[src/hdl/chr_pkg.sv]
// Shared types and constants for the hash ring router.
// No dependencies; every other file imports this package.
package chr_pkg;

  localparam int RING_DEPTH_DEF = 256;
  localparam int NUM_NODES_DEF  = 16;
  localparam int HASH_W         = 64;
  localparam int NODE_W         = 4;
  localparam int NODE_FIELD_N   = 16;

  typedef enum logic [1:0] {
    CMD_INSERT = 2'd0,
    CMD_HEALTH = 2'd1,
    CMD_ROUTE  = 2'd2,
    CMD_NOP    = 2'd3
  } cmd_t;

  typedef enum logic [1:0] {
    ST_OK        = 2'd0,
    ST_NO_TARGET = 2'd1,
    ST_UNKNOWN   = 2'd2,
    ST_FULL      = 2'd3
  } status_t;

  typedef enum logic [1:0] {
    S_IDLE,
    S_EXEC,
    S_PICK
  } fsm_t;

  // Control from the sequencer to every ring cell.
  typedef struct packed {
    logic ins_commit;
    logic flag_sample;
  } cell_ctrl_t;

endpackage

[src/hdl/chr_pick.sv]
// Priority pick over the registered cell flags for a route.
// Depends on chr_pkg.
module chr_pick
  import chr_pkg::*;
#(
  parameter int DEPTH = 256
) (
  input  logic [DEPTH-1:0]  ge_vec,
  input  logic [DEPTH-1:0]  hl_vec,
  input  logic [NODE_W-1:0] owners [DEPTH],
  output logic              found,
  output logic [NODE_W-1:0] owner
);

  logic [DEPTH-1:0] cand;
  logic [DEPTH-1:0] vec;
  logic [DEPTH-1:0] first;

  // Healthy points at or above the key come first; failing that the walk
  // wraps to the lowest healthy point on the ring.
  assign cand  = ge_vec & hl_vec;
  assign vec   = (|cand) ? cand : hl_vec;
  assign first = vec & (~vec + DEPTH'(1));
  assign found = |vec;

  always_comb begin
    owner = '0;
    for (int i = 0; i < DEPTH; i++) begin
      owner = owner | (owners[i] & {NODE_W{first[i]}});
    end
  end

endmodule

[config.mk]
export PLATFORM = sky130hd
export DESIGN_NAME = chr_pick
export DESIGN_NICKNAME = d
export VERILOG_FILES = /design/src/hdl/chr_pkg.sv /design/src/hdl/chr_pick.sv
export SDC_FILE = /design/constraint.sdc
export NUM_CORES = 1
export LEC_CHECK = 0
export BUFFER_PORTS_ARGS = -buffer_cell sky130_fd_sc_hd__buf_2
export CAP_MARGIN = 10
export CELL_PAD_IN_SITES_DETAIL_PLACEMENT = 0
export CELL_PAD_IN_SITES_GLOBAL_PLACEMENT = 2
export CORE_AREA = 2 2 604 606
export DETAILED_ROUTE_END_ITERATION = 6
export DIE_AREA = 0 0 606 608
export PLACE_DENSITY_LB_ADDON = 0.1
export SLEW_MARGIN = 0
export SYNTH_ARGS = -nofsm -noshare
export SYNTH_HDL_FRONTEND = slang
export SYNTH_SLANG_ARGS = --single-unit
export TNS_END_PERCENT = 20
[constraint.sdc]
create_clock -name vclk -period 5.6
set_input_delay 0.56 -clock vclk [all_inputs]
set_output_delay 0.56 -clock vclk [all_outputs]
set_load 0.01 [all_outputs]
### Yosys cells after proc, flatten, opt, wreduce, memory -nomap -nowiden

Index checks and enable logic that the tools add are counted.

| storage, ports and cells | value |
|---|---|
| memory bits (read-only) | 0 |
| RAM bits | 0 |
| bits in registers | 0 |
| output and inout port bits | 5 |
| memories kept | 0 |
| latch bits | 0 |

| operators by class | value |
|---|---|
| multiply operators | 0 |
| shifts and indexed selects | 0 |
| add/subtract/negate cells | 1 |
| $lt $le $gt $ge | 0 |
| eq/ne operators | 0 |
| divide/modulo/power cells | 0 |
| bitwise gates (word level) | 514 |
| reductions and logical operators | 2 |
| muxes and demuxes | 1 |

Operators with widths:

| kind | number |
|---|---|
| $and 4x4->4 | 256 |
| $or 4x4->4 | 255 |
| $and 256x256->256 | 2 |
| $reduce_or 256->1 | 2 |
| $add 256x1->256 const B | 1 |
| $mux 256 | 1 |
| $not 256->256 | 1 |

### Logic depth before layout (Yosys ltp)

| depth | value |
|---|---|
| depth in word-level cells | 262 |
| gate-level depth with buffers | 23 |
| mapped depth without buffers | 15 |

### Worst setup path before layout

OpenSTA, ideal clock, no wires.

| timing | value |
|---|---|
| path kind | input to output |
| start point | input port hl_vec[8] |
| end point | output port owner[1] |
| slack | -0.029 ns |
| arrival time | 5.069 ns |
| stages | 20 |
| buffers on the path | 5 |
| cell sequence | a22oi_1 -> nand4_1 -> or3_1 -> or4_1 -> buf_6 -> buf_6 -> buf_6 -> buf_6 -> o41ai_4 -> a22oi_1 -> and4_4 -> and4b_1 -> buf_6 -> nand3_2 -> o21ai_1 -> a221oi_2 -> o31ai_1 -> or4_1 -> or4_1 -> or4_1 |

| between the ends | value |
|---|---|
| longest elaborated chain between the ends | 262 |

RTL lines:

| element | line | RTL |
|---|---|---|
| start, declared | chr_pick.sv:9 | `input logic [DEPTH-1:0] hl_vec,` |
| $and 256x256->256 | chr_pick.sv:21 | `assign cand = ge_vec & hl_vec;` |
| $reduce_or 256->1 | chr_pick.sv:22 | `assign vec = (\|cand) ? cand : hl_vec;` |
| $mux 256 * | chr_pick.sv:22 |  |
| $not 256->256 | chr_pick.sv:23 | `assign first = vec & (~vec + DEPTH'(1));` |
| $add 256x1->256 | chr_pick.sv:23 |  |
| $and 256x256->256 * | chr_pick.sv:23 |  |
| $and 4x4->4 | chr_pick.sv:29 | `owner = owner \| (owners[i] & {NODE_W{first[i]}});` |
| $or 4x4->4 (254 in a row) | chr_pick.sv:29 |  |
| $or 4x4->4 * | chr_pick.sv:29 |  |
| end, declared | chr_pick.sv:12 | `output logic [NODE_W-1:0] owner` |

Mark *: on every way between the ends. The rest lies on a longest branch, timed or not.

### Worst setup path after layout

Ends and elaborated chain as after synthesis.

==> impl_metrics.py <==
metrics = {
    "outcome": {
        "status": "complete, but fails checks",
        "violations": "negative setup slack",
    },
    "sta": {
        "rsz0062_at_grt": "true",
        "finalMaxSlewViolations": 0,
        "tightest_slew_ns": 1.39,
        "slew_headroom_pct": 7.15,
        "final_hold_viol_count": 0,
        "setup_viol": 5,
        "finalCritPeriodShare_pct": 142,
        "fin_ws_ns": -2.36,
        "fmax_mhz": 126,
        "min_period_ns": 7.96,
    },
    "yosys": {
        "synth_area_mm2": 0.0211,
        "ys_top_cells_by_count": "nand2_1 (442), inv_1 (301), nand4_1 (269), nand3_1 (256), a22oi_1 (202)",
        "syn_avg_cell_area_um2": 6.23,
        "yosysSeqAreaShare_pct": 0,
        "synth_area_leaders": "nand4_1 (8.0%), nand2_1 (7.9%), a22oi_1 (7.2%)",
        "synth-warning-count": 0,
        "synth_cell_types": 84,
        "postSynthCellCount": 3383,
        "yosysMostFrequentCell": "nand2_1",
        "synth.top_cell.area_share_pct": 7.98,
        "yosysTopAreaCell": "nand4_1",
        "synth.net_count": 4919,
    },
    "flow_run": {
        "drv_cap": 0,
    },
    "die": {
        "die_h_um": 608,
        "io_pins": 1541,
        "start_util_pct": 5.83,
        "dieArea_mm2": 0.368,
        "num_rows": 221,
        "die_x_um": 606,
        "design.core.area_mm2": 0.362,
    },
    "layout": {
        "clkbuf_count": 0,
        "layout-drive-gt1-share_pct": 62.9,
        "syn_to_final_growth_pct": 188,
        "seq_cells": 0,
        "multiInputGateArea_mm2": 0.0224,
        "nets": 8906,
        "regArea_um2": 0,
        "fill_cells": 42100,
    },
    "route": {
        "firstDrtPassIters": 6,
        "vias_per_cell": 4.27,
        "ant_nets": 0,
        "avgRoutedWirePerCell_um": 48.1,
        "drt_first_iter_violations": 4924,
        "vias": 52200,
        "wl_mm": 589,
        "drc_errors": 0,
    },
    "setup_path": {
        "crit_fanout": 9,
        "cp_common_cell": "buf_4",
        "cp-end-kind": "output port",
        "cp_num_buf_inv": 13,
        "cpPeakStageDelay_ns": 0.60,
        "worstPathArrival_ns": 7.40,
        "cp_data_required_time_ns": 5.04,
        "crit_slowest_cell": "or4_4",
        "start_kind": "input port",
        "worstSetupPathType": "input port to output port",
        "critPathTopFamily": "simple AND/OR/NAND/NOR gates",
    },
    "placement": {
        "place_ws_ns": -4.57,
        "port_buffers": 1541,
        "hpwl_mm": 551,
        "gp_congestion": 0.969,
    },
    "global_route": {
        "track_usage_pct": 30.7,
        "grt_pass1_wl_mm": 705,
        "grt-ovfl-total": 0,
        "antenna_found_initial": 367,
        "grt_start_max_net_pins": 42,
        "first_global_vias": 53400,
    },
    "power": {
        "power.leakage_nw": 28.4,
        "powerDensity_mw_per_mm2": 64.8,
        "irDropWorstVdd_mv": 0.0410,
        "total_power_mw": 3.94,
    },
    "clock_network": {
        "ctsHoldBuffers": 0,
    },
    "hold_path": {
        "hold_class": "input port to output port",
    },
}
metal layers:
metal	track usage, %	vias to the layer above	wire [um]
met2	55.6	2669	295000
met5	0	-	612
met4	10.1	94	23900
met1	37.1	26600	242000
li1	-	22100	-
met3	3.90	729	27100
worst paths after layout:
check,endpoint,cells after the start,start,slack [ns]
max,owner[1],28,hl_vec[8],-2.36
min,owner[1],6,owners[153],1.83
area by class of cell:
type / count / share of cell area [%]
multi-input cells: 2912 / 36.9
diodes: 80 / 0.329
well taps: 4794 / 9.87
inverters: 302 / 1.86
repair buffers: 4154 / 51.1
per-stage QoR:
step	hold WS, ns	util [%]	area (um^2)	TNS, ns	instances
CTS	1.82	16.7	60500	-9.28	12200
global placement	1.87	15.3	55400	-25.75	12000
detailed placement	1.84	15.4	55600	-18.30	12000
global route	1.81	16.8	60700	-9.91	12200
finish	1.83	16.8	60800	-9.81	12200
floorplan	1.34	-	21100	0	3383
cell usage in the layout, fill, tap and decap left out, drive strengths merged, types with 171 or more instances in the layout:
cell	netlist	layout
nor2	171	171
inv	302	302
nand3	262	262
nor4	194	194
nand4	278	278
a22oi	203	203
nor3	188	188
buf	122	4151
o41ai	216	216
nand2	443	443
kinds of logic after synthesis:
family | count (synthesis) | synth area share, %
AOI/OAI and AO/OA | 997 | 40.8
buffers and inverters | 473 | 10.2
and+or+nand+nor | 1913 | 49.0
timing repair:
action,4_1_cts,5_1_grt
gates resized for setup,535,13
gates cloned,12,0
pin swaps,143,9
setup buffers,176,0
endpoints found under the setup margin,5,5
power breakdown:
group	internal, mW	switching, mW
clock network	0.00000138	0
logic	1.60	2.34
registers	0	0
(Power assumes the default switching activity.)
