===== config.mk =====
export PLATFORM = sky130hd
export DESIGN_NAME = chr_cell
export DESIGN_NICKNAME = d
export VERILOG_FILES = /design/src/hdl/chr_pkg.sv /design/src/hdl/chr_cell.sv
export SDC_FILE = /design/constraint.sdc
export NUM_CORES = 1
export LEC_CHECK = 0
export BUFFER_PORTS_ARGS = -buffer_cell sky130_fd_sc_hd__buf_2
export CAP_MARGIN = 20
export CORE_ASPECT_RATIO = 1.1
export CORE_UTILIZATION = 43
export CTS_BUF_LIST = sky130_fd_sc_hd__clkbuf_8
export CTS_CLUSTER_SIZE = 30
export DETAILED_ROUTE_END_ITERATION = 8
export PLACE_DENSITY = 0.79
export SLEW_MARGIN = 0
export SYNTH_ARGS = -nofsm -noshare
export SYNTH_HDL_FRONTEND = slang
export SYNTH_SLANG_ARGS = --single-unit

===== constraint.sdc =====
create_clock -name clk -period 5.8 [get_ports clk]
set_clock_uncertainty 0.05 [all_clocks]
set_input_delay 0.29 -clock clk [delete_from_list [all_inputs] [get_ports clk]]
set_output_delay 0.29 -clock clk [all_outputs]
set_load 0.1 [all_outputs]

===== src/hdl/chr_pkg.sv =====
// Shared types and constants for the hash ring router.
// No dependencies; every other file imports this package.
package chr_pkg;

  localparam int RING_DEPTH_DEF = 256;
  localparam int NUM_NODES_DEF  = 16;
  localparam int HASH_W         = 64;
  localparam int NODE_W         = 4;
  localparam int NODE_FIELD_N   = 16;

  typedef enum logic [1:0] {
    CMD_INSERT = 2'd0,
    CMD_HEALTH = 2'd1,
    CMD_ROUTE  = 2'd2,
    CMD_NOP    = 2'd3
  } cmd_t;

  typedef enum logic [1:0] {
    ST_OK        = 2'd0,
    ST_NO_TARGET = 2'd1,
    ST_UNKNOWN   = 2'd2,
    ST_FULL      = 2'd3
  } status_t;

  typedef enum logic [1:0] {
    S_IDLE,
    S_EXEC,
    S_PICK
  } fsm_t;

  // Control from the sequencer to every ring cell.
  typedef struct packed {
    logic ins_commit;
    logic flag_sample;
  } cell_ctrl_t;

endpackage


===== src/hdl/chr_cell.sv =====
// One ring slot: holds a point hash and its owner, shifts on insert.
// Depends on chr_pkg.
module chr_cell
  import chr_pkg::*;
#(
  parameter int IDX   = 0,
  parameter int CNT_W = 9
) (
  input  logic                    clk,
  input  logic                    rst_n,
  input  cell_ctrl_t              ctrl,
  input  logic [CNT_W-1:0]        count,
  input  logic [HASH_W-1:0]       key,
  input  logic [NODE_W-1:0]       new_owner,
  input  logic [NODE_FIELD_N-1:0] health_vec,
  input  logic                    prev_le,
  input  logic [HASH_W-1:0]       prev_hash,
  input  logic [NODE_W-1:0]       prev_owner,
  output logic                    le,
  output logic [HASH_W-1:0]       hash,
  output logic [NODE_W-1:0]       owner,
  output logic                    ge_flag,
  output logic                    hl_flag
);

  logic [HASH_W-1:0] hash_r, hash_nxt;
  logic [NODE_W-1:0] owner_r, owner_nxt;
  logic              ge_r, ge_nxt;
  logic              hl_r, hl_nxt;
  logic              valid;
  logic              lt;

  assign valid = (count > CNT_W'(IDX));
  assign lt    = (hash_r < key);
  assign le    = valid && (lt || (hash_r == key));

  // Sorted ring: the cells with le set form a prefix, so the first cell
  // without it takes the new point and all later cells take their neighbour.
  always_comb begin
    hash_nxt  = hash_r;
    owner_nxt = owner_r;
    if (ctrl.ins_commit && !le) begin
      if (prev_le) begin
        hash_nxt  = key;
        owner_nxt = new_owner;
      end else begin
        hash_nxt  = prev_hash;
        owner_nxt = prev_owner;
      end
    end
  end

  always_comb begin
    ge_nxt = ge_r;
    hl_nxt = hl_r;
    if (ctrl.flag_sample) begin
      ge_nxt = valid && !lt;
      hl_nxt = valid && health_vec[owner_r];
    end
  end

  always_ff @(posedge clk) begin
    hash_r  <= hash_nxt;
    owner_r <= owner_nxt;
  end

  always_ff @(posedge clk) begin
    if (!rst_n) begin
      ge_r <= 1'b0;
      hl_r <= 1'b0;
    end else begin
      ge_r <= ge_nxt;
      hl_r <= hl_nxt;
    end
  end

  assign hash    = hash_r;
  assign owner   = owner_r;
  assign ge_flag = ge_r;
  assign hl_flag = hl_r;

endmodule


# After elaboration in Yosys (flattened, before gate mapping)
# Cells that the tools add are included.
# word_totals
regBits,70
inputBits,166
elab_cells,19
# classes
magnitude_cmp,3
n_eq_ne,1
muxes,4
reduce_logical,7
# ops
operator,n
$eq A64 B64 Y1,1
$lt A64 B64 Y1,1
$mux W64,1
$gt A9 B1 Y1 const B,1
$lt A4 B5 Y1 const B,1
$bmux W1 S4,1
$logic_and A1 B1 Y1,4
$mux W4,1
$logic_not A1 Y1,2
$logic_or A1 B1 Y1,1
$mux W1,1

# Logic depth before layout (Yosys ltp)
# Gate-level depths: netlist of the first run.
# logic_depth
word_depth,5
ltp_mapped,8
depth_no_buf,8

# Worst setup path after synthesis of the first run
# No wires, ideal clock.
# synth_timing
kind,reg-to-reg
startpoint,reg hash_r[15] (netlist: hash[15])
endpoint,reg hash_r[0] (netlist: hash[0]) (enable)
arrival_time_ns,5.669
setup_slack_ns,-0.437
path_stages_with_launch,8
period_less_slack_ns,6.237
path_cell_list,edfxtp_1 > ha_1 > nand4_1 > or4_4 > a21o_1 > a31oi_1 > nor4_1 > o22ai_1
# synth_via
elab_chain_len,5
# synth_lines
element,line,rtl
start: declaration,chr_cell.sv:26,"logic [HASH_W-1:0] hash_r, hash_nxt;"
start signal: assignment,chr_cell.sv:63,hash_r <= hash_nxt;
$lt A64 B64 Y1 or $eq A64 B64 Y1 (tied branches),"chr_cell.sv:34, chr_cell.sv:35",
$logic_or A1 B1 Y1 *,chr_cell.sv:35,assign le = valid && (lt || (hash_r == key));
$logic_and A1 B1 Y1 *,chr_cell.sv:35,
$logic_not A1 Y1 *,chr_cell.sv:42,if (ctrl.ins_commit && !le) begin
$logic_and A1 B1 Y1 *,chr_cell.sv:42,
# Every way passes the cells marked *; elsewhere a longest branch is shown, timed or not.
# A chain may end at the register's enable or synchronous reset.

# Worst setup path in the final report of the first run
# layout_timing
startpoint,reg hash_r[30] (netlist: hash[30])
endpoint,reg hash_r[45] (netlist: hash[45]) (enable)
# The elaborated chain is that of the path after synthesis.

==> impl_results.md, run 1 <==
* Status: completed
* Crit end category: register
* Critical path buffer and inverter count at 2
* Post-CTS setup buffer count at 0
* Most common flop cell mapped by yosys: edfxtp_1
* CP Cell Sequence: ha_1, nand4_1, nor4_1, nand4_1, a31oi_1, nor4_1, o22ai_4, buf_16, buf_12
* Die ar. at 11,400 µm²
* WL per Instance at 15.2 µm
* Busiest grt layer: met2
* Syn Area/Cell at 11.7 µm²
* CP required at 5.78 ns
* Max incr delay on CP at 0.55 ns
* Crit path kind: reg -> reg
* Slowest-stage cell, CP: nor4_1
* CTS resizes at 0
* Peak supply drop at 0.135 mV
* Post-route minimum period at 3.38 ns
* Final cycle utilization of the critical path at 58.3%
* Hold Path Class: in -> reg
* DRT iter0 DRCs at 78
* Top-count cell post-synth: mux2_2
* CTS Sinks at 70
* Synth-to-Final Area Change at 32.7%
* Vias at 4,011
* Clock tree buffer depth at 2
* Synth top area share at 43.3%
* Global-route met3 utilization at 4.39%
* First-pass GRT wire length at 18,600 µm
* Clock-pin slew on the worst setup and hold paths at 0.08 ns
* CP startpoint kind: register
* GPL Wtd Cong at 0.805
* Final Hold Vio Count at 0
* Antenna-violating nets left at 0
* Initial antenna violation count at 0
* R2R Path Start: hash[30]
* GR Util met1 at 22.3%
* Vias per Instance at 5.08
* Crit Path Max Fanout at 35
* TritonCTS clock tree: yes
* Setup TNS Final at 0 ns
* I/O Buffers at 236
* Hold_buf cts at 0
* Worst Setup SP: hash[30]
* Ports at 237
* Post-DP HPWL at 9810 µm
* ANT cells at 0
* Vias in the first global route at 4,072
* Slew headroom at 41.9%
* Initial DRT Pass Iterations at 4
* Fillcell total at 917
* GRT overflow at 0
* Die H at 112 µm
* Post-synthesis instance total at 402
* Post-synth EDFFs at 68
* Hold WS at 0.193 ns
* Post-synth net total at 632
* Synth top area cells: edfxtp_1, ha_1, mux2_2, inv_1, a21oi_1
* Root Buffer: clkbuf_8
* Final Max Tran Viols at 0
* Fmax at 296 MHz
* Netlist cell types at 37
* Synth warn at 0
* Core ar. at 10,500 µm²
* Worst-margin pin slew at 0.872 ns
* NumNets Final at 874
* Largest net degree at the start of global routing at 69
* H-tree levels at 3
* Initial Utilization at 44.7%
* Post-Syn Area at 4710 µm²
* GR met2 Demand/Resource at 39.8%
* Power per cell area at 236 nW/µm²
* Leakage at 3.04 nW
* Row cnt at 39
* Gr usage total at 21.3%
* HP Start: prev_hash[55]
* WP data arrival at 3.36 ns
* FF+latch count, synth at 70
* DIE WIDTH at 102 µm
* RSZ-0062 raised after global routing: no
* DRC viols at 0
* Max Cap Violations at 0
* Final setup fails at 0
* Area leader, netlist: edfxtp_1
* Most frequent cells after synthesis: mux2_2, edfxtp_1, inv_1
* Layout cells sized above 1 at 50.4%
* Post-synthesis sequential area ratio at 44.2%
* Final wirelength at 12,000 µm
* Num CTS Buffers at 9
* Critical path's top delay family: simple AND/OR/NAND/NOR gates
* Synth async-reset ratio at 0%
* Clock Latency Late Sink at 0.34 ns
==> cell type report <==
cell class	count	area, µm²	area share [%]
clock buffer	9	124	1.98
clock inverter	5	21.3	0.340
inverter	67	251	4.02
multi-input combinational	257	2360	37.7
sequential	70	2080	33.3
tap	143	179	2.86
timing repair buffer	239	1240	19.8
==> per-layer routing <==
metal	vias to the layer above	part of all wire (%)
li1	1970	-
met5	-	0
met3	21	6.5
met1	1849	39
met2	171	53
met4	0	2.0
==> registers in the layout, summed over array words and instances (netlist names) <==
signal and cells:
ge_flag 1, hash 64, hl_flag 1, owner 4
==> cell families after synthesis <==
kind of cell | Yosys count | share of synthesized area, %
buf+inv | 75 | 6.03
mux | 74 | 18.6
flops | 70 | 44.2
fa+ha+maj | 64 | 17.0
compound gates | 60 | 7.46
simple gates | 59 | 6.72
==> cell usage in the layout (no fill, tap or decap), drive strengths merged, types with 5 or more instances in the layout <==
cell      n
buf     239
inv      69
mux2     69
edfxtp   68
ha       64
a21oi    30
nand2    17
nand4    16
o21ai    11
clkbuf    9
a21o      5
nor2      5
nor3      5
nand3     5
nor4      5
==> path summary, 6_finish.rpt <==
check | slack, ns | end | depth (start not counted)
worst max register to register | 2.42 | hash[45] | 9
worst max-delay path | 2.42 | hash[45] | 9
worst min register to register | 0.44 | hl_flag | 2
worst min-delay path | 0.19 | hash[55] | 2
==> worst reg2reg max path, delay by kind of cell (launching register included) <==
kind | cells | cell delay, ns
AOI/OAI and AO/OA | 2 | 0.69
adders and majority gates | 1 | 0.32
buffers and inverters | 2 | 0.48
DFF | 1 | 0.41
and+or+nand+nor | 4 | 1.10
==> report_power, final <==
part | leakage [nW] | total [W] | switching, W | internal (W)
logic | 2.30 | 0.000535 | 0.000377 | 0.000158
clock network | 0.0848 | 0.000320 | 0.000175 | 0.000145
registers | 0.650 | 0.000621 | 0.0000195 | 0.000602
total | 3.04 | 0.00148 | 0.000572 | 0.000904
==> per-stage QoR <==
| stage | cell area (µm²) | total power (W) | worst slack [ns] | utilization, % | instances |
|---|---|---|---|---|---|
| 2_1_floorplan | 4720 | 0.00103 | 1.20 | - | 402 |
| 3_3_place_gp | 6080 | 0.00115 | 2.27 | 57.7 | 775 |
| 3_5_place_dp | 6080 | 0.00117 | 2.07 | 57.7 | 775 |
| 4_1_cts | 6230 | 0.00149 | 2.04 | 59.1 | 789 |
| 5_1_grt | 6250 | 0.00154 | 2.19 | 59.3 | 790 |
| 6_report | 6250 | 0.00148 | 2.42 | 59.3 | 790 |
Note: power is estimated with default switching activity, not from simulation.
==> inputs of run 2 (changes only) <==
--- a/config.mk
+++ b/config.mk
@@ -5,6 +5,7 @@
 export SDC_FILE = /design/constraint.sdc
 export NUM_CORES = 1
 export LEC_CHECK = 0
+export ABC_AREA = 1
 export BUFFER_PORTS_ARGS = -buffer_cell sky130_fd_sc_hd__buf_2
 export CAP_MARGIN = 20
 export CORE_ASPECT_RATIO = 1.1
==> constraint.sdc (replaced) <==
create_clock -name clk -period 2.8 [get_ports clk]
set_clock_uncertainty 0.05 [all_clocks]
set_input_delay 0.14 -clock clk [delete_from_list [all_inputs] [get_ports clk]]
set_output_delay 0.14 -clock clk [all_outputs]
set_load 0.1 [all_outputs]
==> run 2 against run 1 <==
Effect of this change:
- via count up 13%
- die area grew 0.68%
- total power increased by 110%
- flip-flop and latch count did not move
- critical path type is now reg -> out
- critical endpoint is now le
- largest cell class unchanged
==> impl_results.md, run 2 <==
* Status: completed (unchanged)
* First-pass GRT wire length at 19,500 µm (was 18,600 µm)
* H-tree levels at 3 (unchanged)
* Fillcell total at 968 (was 917)
* Top-count cell post-synth: a21oi_1 (was mux2_2)
* Fmax at 393 MHz
* Die H at 112 µm (about the same)
* WL per Instance at 13.4 µm (was 15.2 µm)
* Crit Path Max Fanout at 3 (was 35)
* CP Cell Sequence: ha_1, nand2_1, nor2_1, nor2_1, nand3_1, a21oi_1, nand2_1, nand2_1, nand2_2, a21oi_2, buf_4 (was ha_1, nand4_1, nor4_1, nand4_1, a31oi_1, nor4_1, o22ai_4, buf_16, buf_12)
* WP data arrival at 2.36 ns (was 3.36 ns)
* GPL Wtd Cong at 0.802 (was 0.805)
* Slowest-stage cell, CP: edfxtp_1 (was nor4_1)
* DRT iter0 DRCs at 138 (was 78)
* Final worst slack at 0.255 ns (was 2.42 ns)
* Max reg flops at 64 (unchanged)
* Post-DP HPWL at 9980 µm (was 9810 µm)
* Gr usage total at 22.0% (was 21.3%)
* Cell repeated most along the worst path: nand2_1
* Final setup fails at 0 (unchanged)
* GRT overflow at 0 (unchanged)
* Post-synthesis sequential area ratio at 43.9% (was 44.2%)
* Row cnt at 39 (unchanged)
* Post-Syn Area at 4740 µm² (was 4710 µm²)
* Clock-pin slew on the worst setup and hold paths at 0.07 ns (was 0.08 ns)
* Most common flop cell mapped by yosys: edfxtp_1 (unchanged)
* Vias at 4,537 (was 4,011)
* Largest net degree at the start of global routing at 82 (was 69)
* Initial antenna violation count at 1 (was 0)
* Area leader, netlist: edfxtp_1 (unchanged)
* Power per cell area at 493 nW/µm² (was 236 nW/µm²)
* Final wirelength at 12,300 µm (was 12,000 µm)
* Peak supply drop at 0.301 mV (was 0.135 mV)
* Critical path buffer and inverter count at 1 (was 2)
* Final Hold Vio Count at 0 (unchanged)
* RSZ-0062 raised after global routing: no (unchanged)
* Syn Area/Cell at 8.88 µm² (was 11.7 µm²)
* NumNets Final at 999 (was 874)
* CTS Sinks at 70 (unchanged)
* Clock Latency Late Sink at 0.35 ns (was 0.34 ns)
* DRC viols at 0 (unchanged)
* Synth top area share at 43.0% (was 43.3%)
* CP required at 2.61 ns (was 5.78 ns)
* Num CTS Buffers at 9 (unchanged)
* Most common cell after layout, fill and taps aside: buf_2 (unchanged)
* Crit path kind: reg -> out (was reg -> reg)
* Critical path's top delay family: simple AND/OR/NAND/NOR gates (unchanged)
* Worst-margin pin slew at 0.535 ns (was 0.872 ns)
* Synth-to-Final Area Change at 32.6% (was 32.7%)
* Hold Path Class: in -> reg (unchanged)
* Core ar. at 10,500 µm² (unchanged)
* Vias per Instance at 4.94 (was 5.08)
* Initial Utilization at 45.0% (was 44.7%)
* Max Cap Violations at 0 (unchanged)
* Final Max Tran Viols at 0 (unchanged)
* Netlist cell types at 34 (was 37)
* Antenna-violating nets left at 0 (unchanged)
* Setup TNS Final at 0 ns (unchanged)
* Ports at 237 (unchanged)
* TritonCTS clock tree: yes (unchanged)
* Root Buffer: clkbuf_8 (unchanged)
* Vias in the first global route at 4,547 (was 4,072)
* DIE WIDTH at 102 µm (about the same)
* CP startpoint kind: register (unchanged)
* FF+latch count, synth at 70 (unchanged)
* Slew headroom at 64.5% (was 41.9%)
* Crit end category: output pin (was register)
* Post-synth EDFFs at 68 (unchanged)
* Most frequent cells in the layout: buf_2, a21oi_1, inv_1 (was buf_2, inv_1, mux2_2)
* Pre-CTS WS at 0.311 ns (was 2.07 ns)
* Clock tree buffer depth at 2 (unchanged)
* Post-synthesis instance total at 534 (was 402)
* Leakage at 3.22 nW (was 3.04 nW)
* I/O Buffers at 236 (unchanged)
* Final cycle utilization of the critical path at 90.9%
* Synth top area cells: edfxtp_1, ha_1, a21oi_1, inv_1, nor2_1 (was edfxtp_1, ha_1, mux2_2, inv_1, a21oi_1)
* Layout cells sized above 1 at 35.5% (was 50.4%)
* Initial DRT Pass Iterations at 4 (unchanged)
* Max incr delay on CP at 0.41 ns (was 0.55 ns)
* Die ar. at 11,500 µm² (was 11,400 µm²)
* Post-route minimum period at 2.55 ns
* Synth async-reset ratio at 0% (unchanged)
* Synth warn at 0 (unchanged)
* Post-synth net total at 764 (was 632)
* Most frequent cells after synthesis: a21oi_1, inv_1, nor2_1 (was mux2_2, edfxtp_1, inv_1)
* Hold WS at 0.0502 ns (was 0.193 ns)
[run 2: cell types whose count changed after synthesis, sizes merged, moves of 6 or more]
cell	change
nand2	+53
o211ai	+6
inv	+20
a21oi	+66
nor2	+75
nand4	-11
mux2	-64
[run 2: through the flow]
stage	cell area [µm²]	instances	util (%)	total power, W
final	6290	918	59.7	0.00310
after global routing	6290	918	59.7	0.00326
after CTS	6290	917	59.7	0.00312
after detailed placement	6120	900	58.0	0.00242
after global placement	6120	900	58.0	0.00240
after floorplan	4770	534	-	0.00214
[run 2: repair_timing]
action                                  4_1_cts  5_1_grt
endpoints found under the setup margin        0        1
gates resized for setup                       0        2
buffers inserted                              0        0
hold buffers                                  1        0
hold endpoints to repair                      1        0
[run 2: where the power goes]
group | leakage (nW) | internal, W | switching (W)
Combinational | 2.48 | 0.000295 | 0.000816
Sequential | 0.645 | 0.00125 | 0.0000444
Clock | 0.101 | 0.000330 | 0.000371
[run 2: cell type report]
class	instances	area, µm²	share of cell area (%)
Antenna cell	1	2.50	0.0398
Clock buffer	10	138	2.19
Clock inverter	6	25.0	0.398
Inverter	87	327	5.19
Multi-Input combinational cell	361	2280	36.3
Sequential cell	70	2080	33.1
Tap cell	143	179	2.84
Timing Repair Buffer	240	1260	20.0
[run 2: cells by family after synthesis]
logic type	after synthesis	share of synthesized area, %
compound gates	117	13.3
fa+ha+maj	64	16.9
buf+inv	103	8.52
flops	70	43.9
mux	9	2.03
simple gates	171	15.3
[run 2: layer usage]
metal  GRT usage (%)  share of wire [%]  vias to the layer above
li1                -                  -                     2287
met1            24.0                 40                     2042
met2            39.8                 51                      186
met3            5.23                7.0                       22
met4            9.71                2.3                        0
met5               0                  0                        -
[run 2: worst paths after layout]
| kind | from | to | slack, ns | cells past startpoint |
|---|---|---|---|---|
| worst min-delay path | prev_hash[0] | hash[0] | 0.05 | 2 |
| worst max register to register | hash[25] | hash[41] | 0.35 | 12 |
| worst max-delay path | hash[23] | le | 0.25 | 11 |
| worst min register to register | hl_flag | hl_flag | 0.43 | 2 |
